$ cat src/rtl/core/arm64_instruction_encoder_defines.svh
// assertion macros for the a64 instruction encoder
// used by the top level only, no other dependencies
`ifndef ARM64_INSTRUCTION_ENCODER_DEFINES_SVH
`define ARM64_INSTRUCTION_ENCODER_DEFINES_SVH
`ifndef SYNTHESIS
`define A64ENC_ASSERT_SAME(label, clk, rst_n, ante, cons) \
	label: assert property (@(posedge clk) disable iff (!rst_n) (ante) |-> (cons)) \
		else $error("a64enc check failed");
`define A64ENC_ASSERT_NEXT(label, clk, rst_n, ante, cons) \
	label: assert property (@(posedge clk) disable iff (!rst_n) (ante) |=> (cons)) \
		else $error("a64enc check failed");
`else
`define A64ENC_ASSERT_SAME(label, clk, rst_n, ante, cons)
`define A64ENC_ASSERT_NEXT(label, clk, rst_n, ante, cons)
`endif
`endif

$ cat src/rtl/core/a64enc_pkg.sv
// shared types, command codes and opcode constants for the a64 encoder
// no dependencies
`default_nettype none
package a64enc_pkg;

	localparam int A64ENC_COUNT_BITS = 16;
	localparam int Q_DEPTH = 2;
	localparam int MAX_WORDS = 4;
	localparam logic [15:0] CAPACITY_RESET = 16'hFFFF;

	typedef enum logic [4:0] {
		CMD_ADD     = 5'd0,
		CMD_SUB     = 5'd1,
		CMD_AND     = 5'd2,
		CMD_ORR     = 5'd3,
		CMD_EOR     = 5'd4,
		CMD_MUL     = 5'd5,
		CMD_MOV     = 5'd6,
		CMD_MVN     = 5'd7,
		CMD_LSL_X   = 5'd8,
		CMD_LSR_X   = 5'd9,
		CMD_LSL_W   = 5'd10,
		CMD_LSR_W   = 5'd11,
		CMD_MOVIMM  = 5'd12,
		CMD_LDR_X   = 5'd13,
		CMD_STR_X   = 5'd14,
		CMD_LDR_W   = 5'd15,
		CMD_STR_W   = 5'd16,
		CMD_CMP     = 5'd17,
		CMD_CSET    = 5'd18,
		CMD_ORRWLSL = 5'd19,
		CMD_RET     = 5'd20,
		CMD_RESTART = 5'd21
	} cmd_e;

	localparam logic [31:0] OPC_ADD    = 32'h8B000000;
	localparam logic [31:0] OPC_SUB    = 32'hCB000000;
	localparam logic [31:0] OPC_AND    = 32'h8A000000;
	localparam logic [31:0] OPC_ORR    = 32'hAA000000;
	localparam logic [31:0] OPC_EOR    = 32'hCA000000;
	localparam logic [31:0] OPC_MADD   = 32'h9B000000;
	localparam logic [31:0] OPC_ORN    = 32'hAA200000;
	localparam logic [31:0] OPC_UBFM_X = 32'hD3400000;
	localparam logic [31:0] OPC_UBFM_W = 32'h53000000;
	localparam logic [31:0] OPC_MOVZ   = 32'hD2800000;
	localparam logic [31:0] OPC_MOVK   = 32'hF2800000;
	localparam logic [31:0] OPC_MOVN   = 32'h92800000;
	localparam logic [31:0] OPC_LDR_X  = 32'hF9400000;
	localparam logic [31:0] OPC_STR_X  = 32'hF9000000;
	localparam logic [31:0] OPC_LDR_W  = 32'hB9400000;
	localparam logic [31:0] OPC_STR_W  = 32'hB9000000;
	localparam logic [31:0] OPC_SUBS   = 32'hEB000000;
	localparam logic [31:0] OPC_CSINC  = 32'h9A800400;
	localparam logic [31:0] OPC_ORR_W  = 32'h2A000000;
	localparam logic [31:0] OPC_RET    = 32'hD65F03C0;
	localparam logic [4:0]  REG_ZR     = 5'd31;

	typedef struct packed {
		logic [4:0]  cmd;
		logic [4:0]  dest_reg;
		logic [4:0]  src_reg_a;
		logic [4:0]  src_reg_b;
		logic [5:0]  shift_amount;
		logic [14:0] byte_offset;
		logic [3:0]  condition;
		logic [63:0] immediate;
	} req_t;

	typedef struct packed {
		logic [31:0] word;
		logic        last;
		logic        dropped;
		logic        overflowed;
	} rsp_t;

	typedef struct packed {
		logic [MAX_WORDS-1:0][31:0] words;
		logic [2:0]                 nwords;
		logic                       restart;
	} job_t;

	typedef struct packed {
		logic                         empty;
		logic                         full;
		logic [$clog2(Q_DEPTH+1)-1:0] count;
	} q_stat_t;

endpackage
`default_nettype wire

$ cat src/rtl/core/a64enc_front.sv
// front end: classifies each request and builds its list of machine words
// depends on a64enc_pkg
`default_nettype none
module a64enc_front import a64enc_pkg::*; (
	input  wire req_t    req,
	input  wire          req_valid,
	output logic         req_ready,
	input  wire q_stat_t q_stat,
	output logic         push,
	output job_t         push_job
);

	function automatic logic [31:0] dp_word(input logic [31:0] opc, input logic [4:0] rd,
			input logic [4:0] rn, input logic [4:0] rm);
		return opc | (32'(rm) << 16) | (32'(rn) << 5) | 32'(rd);
	endfunction

	function automatic logic [31:0] ubfm_word(input logic [31:0] opc, input logic [4:0] rd,
			input logic [4:0] rn, input logic [5:0] immr, input logic [5:0] imms);
		return opc | (32'(immr) << 16) | (32'(imms) << 10) | (32'(rn) << 5) | 32'(rd);
	endfunction

	function automatic logic [31:0] wide_word(input logic [31:0] opc, input logic [4:0] rd,
			input logic [1:0] hw, input logic [15:0] half);
		return opc | (32'(hw) << 21) | (32'(half) << 5) | 32'(rd);
	endfunction

	function automatic logic [31:0] ldst_word(input logic [31:0] opc, input logic [4:0] rt,
			input logic [4:0] rn, input logic [11:0] imm12);
		return opc | (32'(imm12) << 10) | (32'(rn) << 5) | 32'(rt);
	endfunction

	logic [4:0]  s5;
	logic [2:0]  ones;
	logic        inverted_seq;
	logic [2:0]  n;
	logic [15:0] h;
	logic        known;

	assign s5        = req.shift_amount[4:0];
	assign req_ready = !q_stat.full;
	assign known     = req.cmd inside {[CMD_ADD:CMD_RESTART]};
	assign push      = req_valid && req_ready && known;

	always_comb begin
		push_job = '0;
		push_job.nwords = 3'd1;
		ones = '0;
		inverted_seq = 1'b0;
		n = 3'd1;
		h = '0;
		case (req.cmd)
			CMD_ADD:   push_job.words[0] = dp_word(OPC_ADD, req.dest_reg, req.src_reg_a, req.src_reg_b);
			CMD_SUB:   push_job.words[0] = dp_word(OPC_SUB, req.dest_reg, req.src_reg_a, req.src_reg_b);
			CMD_AND:   push_job.words[0] = dp_word(OPC_AND, req.dest_reg, req.src_reg_a, req.src_reg_b);
			CMD_ORR:   push_job.words[0] = dp_word(OPC_ORR, req.dest_reg, req.src_reg_a, req.src_reg_b);
			CMD_EOR:   push_job.words[0] = dp_word(OPC_EOR, req.dest_reg, req.src_reg_a, req.src_reg_b);
			CMD_MUL: begin
				push_job.words[0] = dp_word(OPC_MADD, req.dest_reg, req.src_reg_a, req.src_reg_b)
					| (32'(REG_ZR) << 10);
			end
			CMD_MOV:   push_job.words[0] = dp_word(OPC_ORR, req.dest_reg, REG_ZR, req.src_reg_b);
			CMD_MVN:   push_job.words[0] = dp_word(OPC_ORN, req.dest_reg, REG_ZR, req.src_reg_b);
			CMD_LSL_X: begin
				push_job.words[0] = ubfm_word(OPC_UBFM_X, req.dest_reg, req.src_reg_a,
					6'(6'd0 - req.shift_amount), ~req.shift_amount);
			end
			CMD_LSR_X: begin
				push_job.words[0] = ubfm_word(OPC_UBFM_X, req.dest_reg, req.src_reg_a,
					req.shift_amount, 6'd63);
			end
			CMD_LSL_W: begin
				push_job.words[0] = ubfm_word(OPC_UBFM_W, req.dest_reg, req.src_reg_a,
					{1'b0, 5'(5'd0 - s5)}, {1'b0, ~s5});
			end
			CMD_LSR_W: begin
				push_job.words[0] = ubfm_word(OPC_UBFM_W, req.dest_reg, req.src_reg_a,
					{1'b0, s5}, 6'd31);
			end
			CMD_MOVIMM: begin
				for (int i = 0; i < MAX_WORDS; i++) begin
					if (req.immediate[16*i +: 16] == 16'hFFFF) begin
						ones = ones + 3'd1;
					end
				end
				inverted_seq = req.immediate[63] && (ones >= 3'd2);
				if (inverted_seq) begin
					push_job.words[0] = wide_word(OPC_MOVN, req.dest_reg, 2'd0,
						~req.immediate[15:0]);
				end else begin
					push_job.words[0] = wide_word(OPC_MOVZ, req.dest_reg, 2'd0,
						req.immediate[15:0]);
				end
				for (int i = 1; i < MAX_WORDS; i++) begin
					h = req.immediate[16*i +: 16];
					if (inverted_seq ? (h != 16'hFFFF) : (h != 16'h0000)) begin
						push_job.words[n[1:0]] = wide_word(OPC_MOVK, req.dest_reg, 2'(i), h);
						n = n + 3'd1;
					end
				end
				push_job.nwords = n;
			end
			CMD_LDR_X: begin
				push_job.words[0] = ldst_word(OPC_LDR_X, req.dest_reg, req.src_reg_a,
					req.byte_offset[14:3]);
			end
			CMD_STR_X: begin
				push_job.words[0] = ldst_word(OPC_STR_X, req.dest_reg, req.src_reg_a,
					req.byte_offset[14:3]);
			end
			CMD_LDR_W: begin
				push_job.words[0] = ldst_word(OPC_LDR_W, req.dest_reg, req.src_reg_a,
					req.byte_offset[13:2]);
			end
			CMD_STR_W: begin
				push_job.words[0] = ldst_word(OPC_STR_W, req.dest_reg, req.src_reg_a,
					req.byte_offset[13:2]);
			end
			CMD_CMP:   push_job.words[0] = dp_word(OPC_SUBS, REG_ZR, req.src_reg_a, req.src_reg_b);
			CMD_CSET: begin
				push_job.words[0] = OPC_CSINC | (32'(REG_ZR) << 16)
					| (32'(req.condition ^ 4'd1) << 12) | (32'(REG_ZR) << 5)
					| 32'(req.dest_reg);
			end
			CMD_ORRWLSL: begin
				push_job.words[0] = OPC_ORR_W | (32'(req.src_reg_b) << 16) | (32'(s5) << 10)
					| (32'(req.src_reg_a) << 5) | 32'(req.dest_reg);
			end
			CMD_RET:   push_job.words[0] = OPC_RET;
			CMD_RESTART: begin
				push_job.restart = 1'b1;
				push_job.nwords = 3'd0;
			end
			default:   push_job.nwords = 3'd0;
		endcase
	end

endmodule
`default_nettype wire

$ cat src/rtl/core/a64enc_queue.sv
// two-entry job queue between the front end and the word emitter
// depends on a64enc_pkg
`default_nettype none
module a64enc_queue import a64enc_pkg::*; (
	input  wire          clk,
	input  wire          arst_n,
	input  wire          push,
	input  wire job_t    push_job,
	input  wire          pop,
	output job_t         head,
	output q_stat_t      stat
);

	localparam int PTR_W = $clog2(Q_DEPTH);
	localparam int CNT_W = $clog2(Q_DEPTH + 1);

	job_t             entries_q [Q_DEPTH];
	logic [PTR_W-1:0] wr_ptr_q;
	logic [PTR_W-1:0] rd_ptr_q;
	logic [CNT_W-1:0] count_q;

	assign head       = entries_q[rd_ptr_q];
	assign stat.count = count_q;
	assign stat.empty = (count_q == '0);
	assign stat.full  = (count_q == CNT_W'(Q_DEPTH));

	always_ff @(posedge clk or negedge arst_n) begin
		if (!arst_n) begin
			wr_ptr_q <= '0;
			rd_ptr_q <= '0;
			count_q  <= '0;
		end else begin
			if (push) begin
				wr_ptr_q <= (wr_ptr_q == PTR_W'(Q_DEPTH - 1)) ? '0 : wr_ptr_q + 1'b1;
			end
			if (pop) begin
				rd_ptr_q <= (rd_ptr_q == PTR_W'(Q_DEPTH - 1)) ? '0 : rd_ptr_q + 1'b1;
			end
			if (push && !pop) begin
				count_q <= count_q + 1'b1;
			end else if (pop && !push) begin
				count_q <= count_q - 1'b1;
			end
		end
	end

	always_ff @(posedge clk) begin
		if (push) begin
			entries_q[wr_ptr_q] <= push_job;
		end
	end

endmodule
`default_nettype wire

$ cat src/rtl/core/a64enc_back.sv
// back end: emits queued words one per beat, counts them against capacity
// depends on a64enc_pkg
`default_nettype none
module a64enc_back import a64enc_pkg::*; #(
	parameter int COUNT_BITS = A64ENC_COUNT_BITS
) (
	input  wire          clk,
	input  wire          arst_n,
	input  wire          cfg_valid,
	input  wire  [15:0]  cfg_data,
	input  wire job_t    head,
	input  wire q_stat_t q_stat,
	output logic         pop,
	output rsp_t         rsp,
	output logic         rsp_valid,
	input  wire          rsp_ready
);

	logic [15:0]           capacity_q;
	logic [COUNT_BITS-1:0] count_q;
	logic                  overflow_q;
	logic [1:0]            beat_q;
	logic                  rsp_valid_q;
	rsp_t                  rsp_q;

	logic load_en;
	logic go;
	logic is_last;
	logic fits;

	assign load_en   = !rsp_valid_q || rsp_ready;
	assign go        = !q_stat.empty && load_en;
	assign is_last   = (3'(beat_q) + 3'd1 == head.nwords);
	assign fits      = (32'(count_q) < 32'(capacity_q)) && !(&count_q);
	assign pop       = go && (head.restart || is_last);
	assign rsp       = rsp_q;
	assign rsp_valid = rsp_valid_q;

	always_ff @(posedge clk or negedge arst_n) begin
		if (!arst_n) begin
			capacity_q  <= CAPACITY_RESET;
			count_q     <= '0;
			overflow_q  <= 1'b0;
			beat_q      <= '0;
			rsp_valid_q <= 1'b0;
		end else begin
			if (cfg_valid) begin
				capacity_q <= cfg_data;
			end
			if (go) begin
				if (head.restart) begin
					count_q     <= '0;
					overflow_q  <= 1'b0;
					beat_q      <= '0;
					rsp_valid_q <= 1'b0;
				end else begin
					rsp_valid_q <= 1'b1;
					beat_q      <= is_last ? 2'd0 : beat_q + 2'd1;
					if (fits) begin
						count_q <= count_q + 1'b1;
					end else begin
						overflow_q <= 1'b1;
					end
				end
			end else if (rsp_ready) begin
				rsp_valid_q <= 1'b0;
			end
		end
	end

	// output payload
	always_ff @(posedge clk) begin
		if (go && !head.restart) begin
			rsp_q.word       <= head.words[beat_q];
			rsp_q.last       <= is_last;
			rsp_q.dropped    <= !fits;
			rsp_q.overflowed <= overflow_q || !fits;
		end
	end

endmodule
`default_nettype wire

$ cat src/rtl/core/arm64_instruction_encoder.sv
// top level of the a64 instruction encoder: front end, job queue, word emitter
// depends on a64enc_pkg, a64enc_front, a64enc_queue, a64enc_back and the defines header
// Each request goes in through req; the front end encodes it in the cycle of its transfer and
// queues one to four words; the emitter sends them on rsp, one word per cycle while rsp_ready
// allows, from a queue entry through an output register. Requests that give one word sustain
// one per cycle unless rsp stalls; a 64-bit immediate load holds the emitter for all its one to
// four words, and the two-entry queue fills while it does. Restart gives no word; unused command
// codes are dropped at the front end. The capacity register is to be written through cfg by the
// user only while the block is idle; the block does not enforce this. The register resets to
// 65535, the word count saturates at its maximum, and there is no clearing pass after reset.
`default_nettype none
`include "arm64_instruction_encoder_defines.svh"
module arm64_instruction_encoder import a64enc_pkg::*; #(
	parameter int COUNT_BITS = A64ENC_COUNT_BITS
) (
	input  wire         clk,
	input  wire         arst_n,
	input  wire         cfg_valid,
	output logic        cfg_ready,
	input  wire  [15:0] cfg_data,
	input  wire req_t   req,
	input  wire         req_valid,
	output logic        req_ready,
	output rsp_t        rsp,
	output logic        rsp_valid,
	input  wire         rsp_ready
);

	q_stat_t q_stat;
	logic    push;
	job_t    push_job;
	logic    pop;
	job_t    head;

	assign cfg_ready = 1'b1;

	a64enc_front u_front (
		.req       (req),
		.req_valid (req_valid),
		.req_ready (req_ready),
		.q_stat    (q_stat),
		.push      (push),
		.push_job  (push_job)
	);

	a64enc_queue u_queue (
		.clk      (clk),
		.arst_n   (arst_n),
		.push     (push),
		.push_job (push_job),
		.pop      (pop),
		.head     (head),
		.stat     (q_stat)
	);

	a64enc_back #(
		.COUNT_BITS (COUNT_BITS)
	) u_back (
		.clk       (clk),
		.arst_n    (arst_n),
		.cfg_valid (cfg_valid && cfg_ready),
		.cfg_data  (cfg_data),
		.head      (head),
		.q_stat    (q_stat),
		.pop       (pop),
		.rsp       (rsp),
		.rsp_valid (rsp_valid),
		.rsp_ready (rsp_ready)
	);

	`A64ENC_ASSERT_SAME(a_drop_sets_flag, clk, arst_n, rsp_valid && rsp.dropped, rsp.overflowed)
	`A64ENC_ASSERT_SAME(a_no_push_when_full, clk, arst_n, q_stat.full, !push)
	`A64ENC_ASSERT_SAME(a_no_pop_when_empty, clk, arst_n, q_stat.empty, !pop)
	`A64ENC_ASSERT_NEXT(a_restart_clears_flag, clk, arst_n, pop && head.restart, !rsp_valid)

endmodule
`default_nettype wire
$ cat config.mk
export PLATFORM = sky130hd
export DESIGN_NAME = arm64_instruction_encoder
export DESIGN_NICKNAME = d
export VERILOG_FILES = /design/src/rtl/core/a64enc_pkg.sv /design/src/rtl/core/a64enc_front.sv /design/src/rtl/core/a64enc_queue.sv /design/src/rtl/core/a64enc_back.sv /design/src/rtl/core/arm64_instruction_encoder.sv
export VERILOG_INCLUDE_DIRS = /design/src /design/src/rtl/core
export SDC_FILE = /design/constraint.sdc
export NUM_CORES = 1
export LEC_CHECK = 0
export BUFFER_PORTS_ARGS = -buffer_cell sky130_fd_sc_hd__buf_2
export CAP_MARGIN = 20
export CORE_MARGIN = 2
export CORE_UTILIZATION = 59
export CTS_CLUSTER_DIAMETER = 150
export DETAILED_ROUTE_END_ITERATION = 8
export PLACE_DENSITY = 0.86
export SLEW_MARGIN = 20
export SYNTH_ARGS = -nofsm -noshare
export SYNTH_HDL_FRONTEND = slang
export SYNTH_SLANG_ARGS = --single-unit
$ cat constraint.sdc
create_clock -name clk -period 6.7 [get_ports clk]
set_clock_uncertainty 0.1 [all_clocks]
set_input_delay 1.675 -clock clk [delete_from_list [all_inputs] [get_ports clk]]
set_output_delay 1.675 -clock clk [all_outputs]
set_load 0.01 [all_outputs]
## After elaboration in Yosys (flattened, before gate mapping)

Memories as Yosys holds them, arrays and structs flattened.
Cells that the tools add are included.

| operators by class | value |
|---|---|
| $add $sub $neg | 14 |
| equal/unequal tests | 31 |
| reduce and logical (&&, ||, !) cells | 35 |
| bitwise gates (word level) | 46 |
| order comparisons | 9 |
| multiplexer cells | 50 |

Operator list:

| kind | number |
|---|---|
| 32-bit by 5-bit bitwise OR with 32-bit output | 23 |
| 32-bit case mux with 21 select lines | 1 |
| 32-bit by 10-bit bitwise OR with 32-bit output | 15 |
| 128-bit 2-to-1 mux | 3 |
| 128-bit bitwise mux | 2 |
| 32-bit 2-to-1 mux | 7 |
| 32-bit demux with 2-bit select | 2 |
| 96-bit 2-to-1 mux | 1 |
| 32-bit binary-select mux with 2-bit select | 1 |
| 16-bit == test, second input constant | 4 |
| 16-bit inequality test, second input constant | 3 |
| 16-bit nonzero test | 3 |
| 5-bit by 4-bit == test with 1-bit output, second input constant | 8 |
| 3-bit 2-to-1 mux | 11 |
| 16-bit 2-to-1 mux | 2 |
| 32-bit by 16-bit bitwise OR with 32-bit output | 1 |
| 31-bit by 10-bit bitwise OR with 31-bit output | 1 |
| 31-bit by 15-bit bitwise OR with 31-bit output | 1 |
| 5-bit == test, second input constant | 6 |
| 30-bit by 15-bit bitwise OR with 30-bit output | 1 |
| 5-bit by 3-bit == test with 1-bit output, second input constant | 4 |
| 20-bit OR reduction | 1 |
| 16-bit by 1-bit adder with 16-bit output, second input constant | 1 |
| 16-bit less-than comparator | 1 |
| other kinds (32) | 82 |

| word-level totals | value |
|---|---|
| RAM bits | 264 |
| bits in registers | 75 |
| memories kept | 1 |
| logic and storage cells | 198 |

Memories:

| memory | depth | bits a word | rd ports | clocked after Yosys merged registers in | write ports | RTL line | text |
|---|---|---|---|---|---|---|---|
| u_queue.entries_q | 2 | 132 | 1 | 0 | 1 | a64enc_queue.sv:17 | `job_t entries_q [Q_DEPTH];` |

## Logic depth before layout (Yosys ltp)

| depth | value |
|---|---|
| word-level depth | 27 |
| depth in mapped cells | 22 |
| gate-level depth less buffers | 17 |

## By module

Synthesis repeated with hierarchy kept, for this count alone.

| second synthesis, totals | value |
|---|---|
| cell total of the unflattened synthesis | 1311 |
| area total of the unflattened synthesis | 17390.4 um2 |

Modules (own cells, without submodules):

| module | times used | seq. area each (um2) | cells each | area an instance (um2) |
|---|---|---|---|---|
| a64enc_queue | 1 | 8027.7 | 427 | 9994.6 |
| a64enc_back | 1 | 1971.9 | 323 | 4050.1 |
| a64enc_front | 1 | 0.0 | 559 | 3334.4 |
| arm64_instruction_encoder | 1 | 0.0 | 2 | 11.3 |

## Least setup slack after synthesis

OpenSTA, ideal clock, no wires.

| path | value |
|---|---|
| path type | input to register |
| start point | input port req[105] (netlist name) |
| end point | memory u_queue.entries_q[0][0] (netlist name) (enable) |
| path slack | -575 ps |
| buffers on the path | 1 |
| arrival | 6605 ps |
| stages | 5 |
| setup time | 570 ps |
| cells stage by stage | clkbuf_1 -> a21o_1 -> nand2_1 -> nand3_1 -> nor2_1 |

| between the ends | value |
|---|---|
| cells in the longest elaborated chain, start to end | 5 |
| elaborated cells between the ends (all ways) | 6 |

RTL lines:

| what | RTL line | text |
|---|---|---|
| start: declaration | arm64_instruction_encoder.sv:21 | `input wire req_t req,` |
| 5-bit by 1-bit >= comparator with 1-bit output / 5-bit less-or-equal comparator (equally long branches) | a64enc_front.sv:42 | `assign known = req.cmd inside {[CMD_ADD:CMD_RESTART]};` |
| 1-bit logical AND (*) | a64enc_front.sv:42 |  |
| 1-bit logical AND (*) | a64enc_front.sv:43 | `assign push = req_valid && req_ready && known;` |
| 1-bit 2-to-1 mux (*) | a64enc_queue.sv:48 | `if (push) begin` |
| 1-bit 2-to-1 mux (implied by the code) (*) | a64enc_queue.sv:49 | `entries_q[wr_ptr_q] <= push_job;` |
| end: declaration | a64enc_queue.sv:17 |  |

Every way passes the cells marked *; elsewhere a longest branch is shown, timed or not.

==> summary by stage <==
Critical path
The cell at the slowest stage of the critical path is sky130_fd_sc_hd__a21oi_1. The depth of the worst register-to-register path is 4. The kind of start point of the critical path is a primary input. The kind of capture point of the worst setup path is a flip-flop. The critical path is of the in -> reg type. For the worst setup path, the data required time is approximately 7000 ps.

In this run the worst path has a maximum fanout of 11. The cell that appears most often on the critical path is sky130_fd_sc_hd__ha_1. Traced cell by cell, the critical path runs through buf_2 > nand4_1 > nor4_1 > buf_4 > inv_1 > ha_1 > xor2_1 > ha_1 > a311o_1 > a21boi_1 > or3b_4 > mux2i_4 > ha_1 > and2_1 > a21oi_1 > buf_4 > a221o_1. Data on the critical path arrives at its endpoint at between 6000 and 7000 ps.

The delay of the slowest critical-path stage is about 770 ps.

Placement
The post-DP HPWL is ~24000 um. The number of buffers added on ports is 164. The total cell area at the placement stage is 15200 um2. The worst slack at placement is about 110 ps. At the end of routability-driven placement, the weighted congestion stood at about 0.95.

Die
The die width is 158 um. The floorplan has between 50 and 60 rows. The die covers around 25000 um2. The number of ports placed on the die boundary is roughly 170.

The die height is 158 um. The starting density of the core is between 50% and 60%. The area of the core region is 23400 um2.

Timing
The final number of max-transition violations was 0. The routed design could run at a clock period as short as between 6000 and 7000 ps. The transition at the pin with the smallest max-transition slack is 967 ps. Setup repair after global routing left no endpoint under its margin.

Timing would allow up to about 0.16 GHz. The final critical-path setup slack is between 500 and 600 ps. The relative max-transition margin is between 30% and 40%. In the final timing run, aggregate negative setup slack is 0 ps. The setup-violating endpoint count in the final report is 0. In the finished design, the share of the clock period the worst path needs comes to 91.2%. The count of endpoints failing hold in the final timing report is 0.

Synth
The most instantiated flip-flop cell in the synthesis netlist is sky130_fd_sc_hd__edfxtp_1. The number of nets handed over by synthesis was 1242. Ranked by total cell area, the synthesized netlist is headed by sky130_fd_sc_hd__edfxtp_1, sky130_fd_sc_hd__mux4_2, sky130_fd_sc_hd__dfrtp_1.

Synthesis handed over a netlist of 1085 instances. The number of storage elements in the synthesis netlist is between 200 and 300. The library cell occupying the most area in the post-synthesis netlist is sky130_fd_sc_hd__edfxtp_1. The count of flip-flops with a built-in enable after synthesis is 245.

The distinct cell type count of the synthesized netlist is 69. In this run the biggest area consumer among cell types represents 52.5% of the synthesized area. The mean instance size in the synthesized netlist is between 10 and 15 um2.

The yosys synthesis warning count is 0. After synthesis, the share of flip-flops with an asynchronous set or reset is around 14%. The synthesized area is 14000 um2. Summing the sequential cell areas from Yosys gives roughly three fifths of the chip area.

Drt
The violation count after the first detailed-route iteration is roughly 1200. Wires add up to between 30000 and 40000 um. The detail route stage leaves a number of antenna-violating nets equal to 0. For this run, design rule violations remaining after detail routing come to 0. The number of iterations in the first detailed-routing pass is 6. In the routed layout, each cell is associated on average with a via count of roughly 6.4.

Dividing the detail-routed wire length by the instance count gives roughly 23 um. The number of vias after detailed routing is slightly above 10000.

GRT
The number of global-route vias before repair is 9892. In the global route stage, overall resource usage came out at about 29%. Entering global routing, the biggest net connects 72 pins. The global routing stage identified its most utilized layer as met2. The met2 usage in global routing is a little under half. The first global-routing pass estimated around 54000 um of wire. For met1 alone, demand over resource in global routing was between 30% and 40%. The initial antenna violation count is 0.

In the global route stage, met3 resource usage came out at between 5 and 6%. After global routing the overflow that remains totals 0.

Power
The power density of the placed cells is 356 nW/um2. Total power for the finished layout comes to 5730 uW. For this design the static power due to leakage is around 0.0063 uW. The peak supply drop is approximately 270 uV.

Clock network
After clock tree synthesis, the setup repair step added 0 buffers. The CTS tree is yes. After clock tree synthesis, the clock-pin slew on the worst setup and hold paths is about 60 ps. The clock drives roughly 290 sinks. CTS built an H-tree with a depth of 1. The count of hold buffers inserted by post-cts repair is 0. Buffers inserted during clock tree synthesis total 29. The clock network latency to the later pin of the worst-skew pair is ~550 ps.

The cell at the root of the clock tree is sky130_fd_sc_hd__clkbuf_16. The number of buffers on the longest clock path is 3. Gates resized during post-CTS repair numbered 0.

Layout
The leading cell type in the layout, fill and taps excluded is sky130_fd_sc_hd__edfxtp_1. The area of all placed cells without fillers is roughly 16000 um2. The proportion of layout cells with a drive suffix above 1 is between 20% and 30%.

0 antenna diodes ended up in the layout. The total number of nets in the final design is ~1400. In the layout the commonest cells are sky130_fd_sc_hd__edfxtp_1, sky130_fd_sc_hd__buf_2, sky130_fd_sc_hd__nand2_1, sky130_fd_sc_hd__o21ai_0, sky130_fd_sc_hd__mux4_2. The relative area change from synthesis to final layout is 14.7%.

Hold path
The cell count of the worst hold path is 2. The path category of the worst min-delay check is reg -> reg.

Flow run
The max-cap check violation count is 0.

Outcome
The flow ran to the end, and the final reports show no timing, DRC or antenna violations.
[stage by stage]
step | hold WS (ps) | util [%] | cells
2_1_floorplan | 341 | - | 1085
3_3_place_gp | 360 | 64.8 | 1531
3_5_place_dp | 369 | 64.8 | 1531
4_1_cts | 385 | 68.6 | 1583
5_1_grt | 398 | 68.7 | 1584
6_report | 386 | 68.7 | 1584
[Yosys cell counts, drive strengths merged, types with 7 or more instances]
cell	count
a221oi	9
buf	18
nor3	11
inv	45
xor2	9
a22o	15
ha	27
a31oi	8
a211oi	9
xnor2	24
a32oi	16
a21oi	31
nor2b	18
nor4	16
o21a	9
nand2b	16
clkbuf	43
a21o	11
mux2i	14
o21ai	64
nand3	14
nand2	145
o211ai	7
edfxtp	245
nor2	40
a221o	14
and3	14
and2	29
dfrtp	24
mux4	46
dfstp	16
nand4	27
[power by group]
part           internal, uW  switching (uW)
clock network           854             651
registers              2420             184
logic                   675             947
total                  3950            1780
[worst paths after layout]
| kind | to | slack [ps] | start |
|---|---|---|---|
| hold reg to reg | u_back.overflow_q | 390 | u_back.overflow_q |
| min in group asynchronous | u_back.rsp_valid | 1140 | arst_n |
| setup reg to reg | u_back.rsp[11] | 3110 | u_queue.rd_ptr_q |
| setup / recovery | u_queue.entries_q[0][20] | 590 | req[15] |
| max in group asynchronous | u_queue.rd_ptr_q | 4710 | arst_n |
| hold / removal | u_back.overflow_q | 390 | u_back.overflow_q |
[state kept, by name (all words and copies together) (netlist names)]
register           count
u_back.overflow_q      1
u_back.beat_q          2
u_back.rsp            35
u_back.capacity_q     16
u_queue.rd_ptr_q       1
u_queue.count_q        2
u_queue.entries_q    210
u_queue.wr_ptr_q       1
u_back.count_q        16
u_back.rsp_valid       1
[critical path: cells and delay by family]
| family | cells | cell delay, ps |
|---|---|---|
| adders and majority gates | 3 | 1020 |
| xor gates and xnor gates | 1 | 190 |
| AOI/OAI and AO/OA | 4 | 1490 |
| and+or+nand+nor | 4 | 990 |
| muxes | 1 | 370 |
| buffers and inverters | 4 | 650 |
[cells by family (layout without fill, tap and decap cells)]
kind of cell	Yosys count	count (layout)	share of synthesized area, %
AOI/OAI and AO/OA	225	225	11.3
DFF	285	285	59.7
adders and majority gates	27	27	2.41
xor gates and xnor gates	33	33	2.06
muxes	65	65	9.06
other	1	1	0.0267
and+or+nand+nor	341	341	12.2
buffers and inverters	108	288	3.27
[final cells by class]
class,count,area [um2]
Clock buffer,38,779
Clock inverter,14,101
Fill cell,1664,7320
Inverter,47,176
Multi-Input combinational cell,692,5200
Sequential cell,285,8380
Tap cell,319,399
Timing Repair Buffer,189,1040
[per-layer routing]
metal / wire length (um) / vias up
li1: - / 4473
met1: 13900 / 4907
met2: 17200 / 673
met3: 3700 / 112
met4: 1180 / 0
met5: 0 / -
Note: power is estimated with default switching activity, not from simulation.
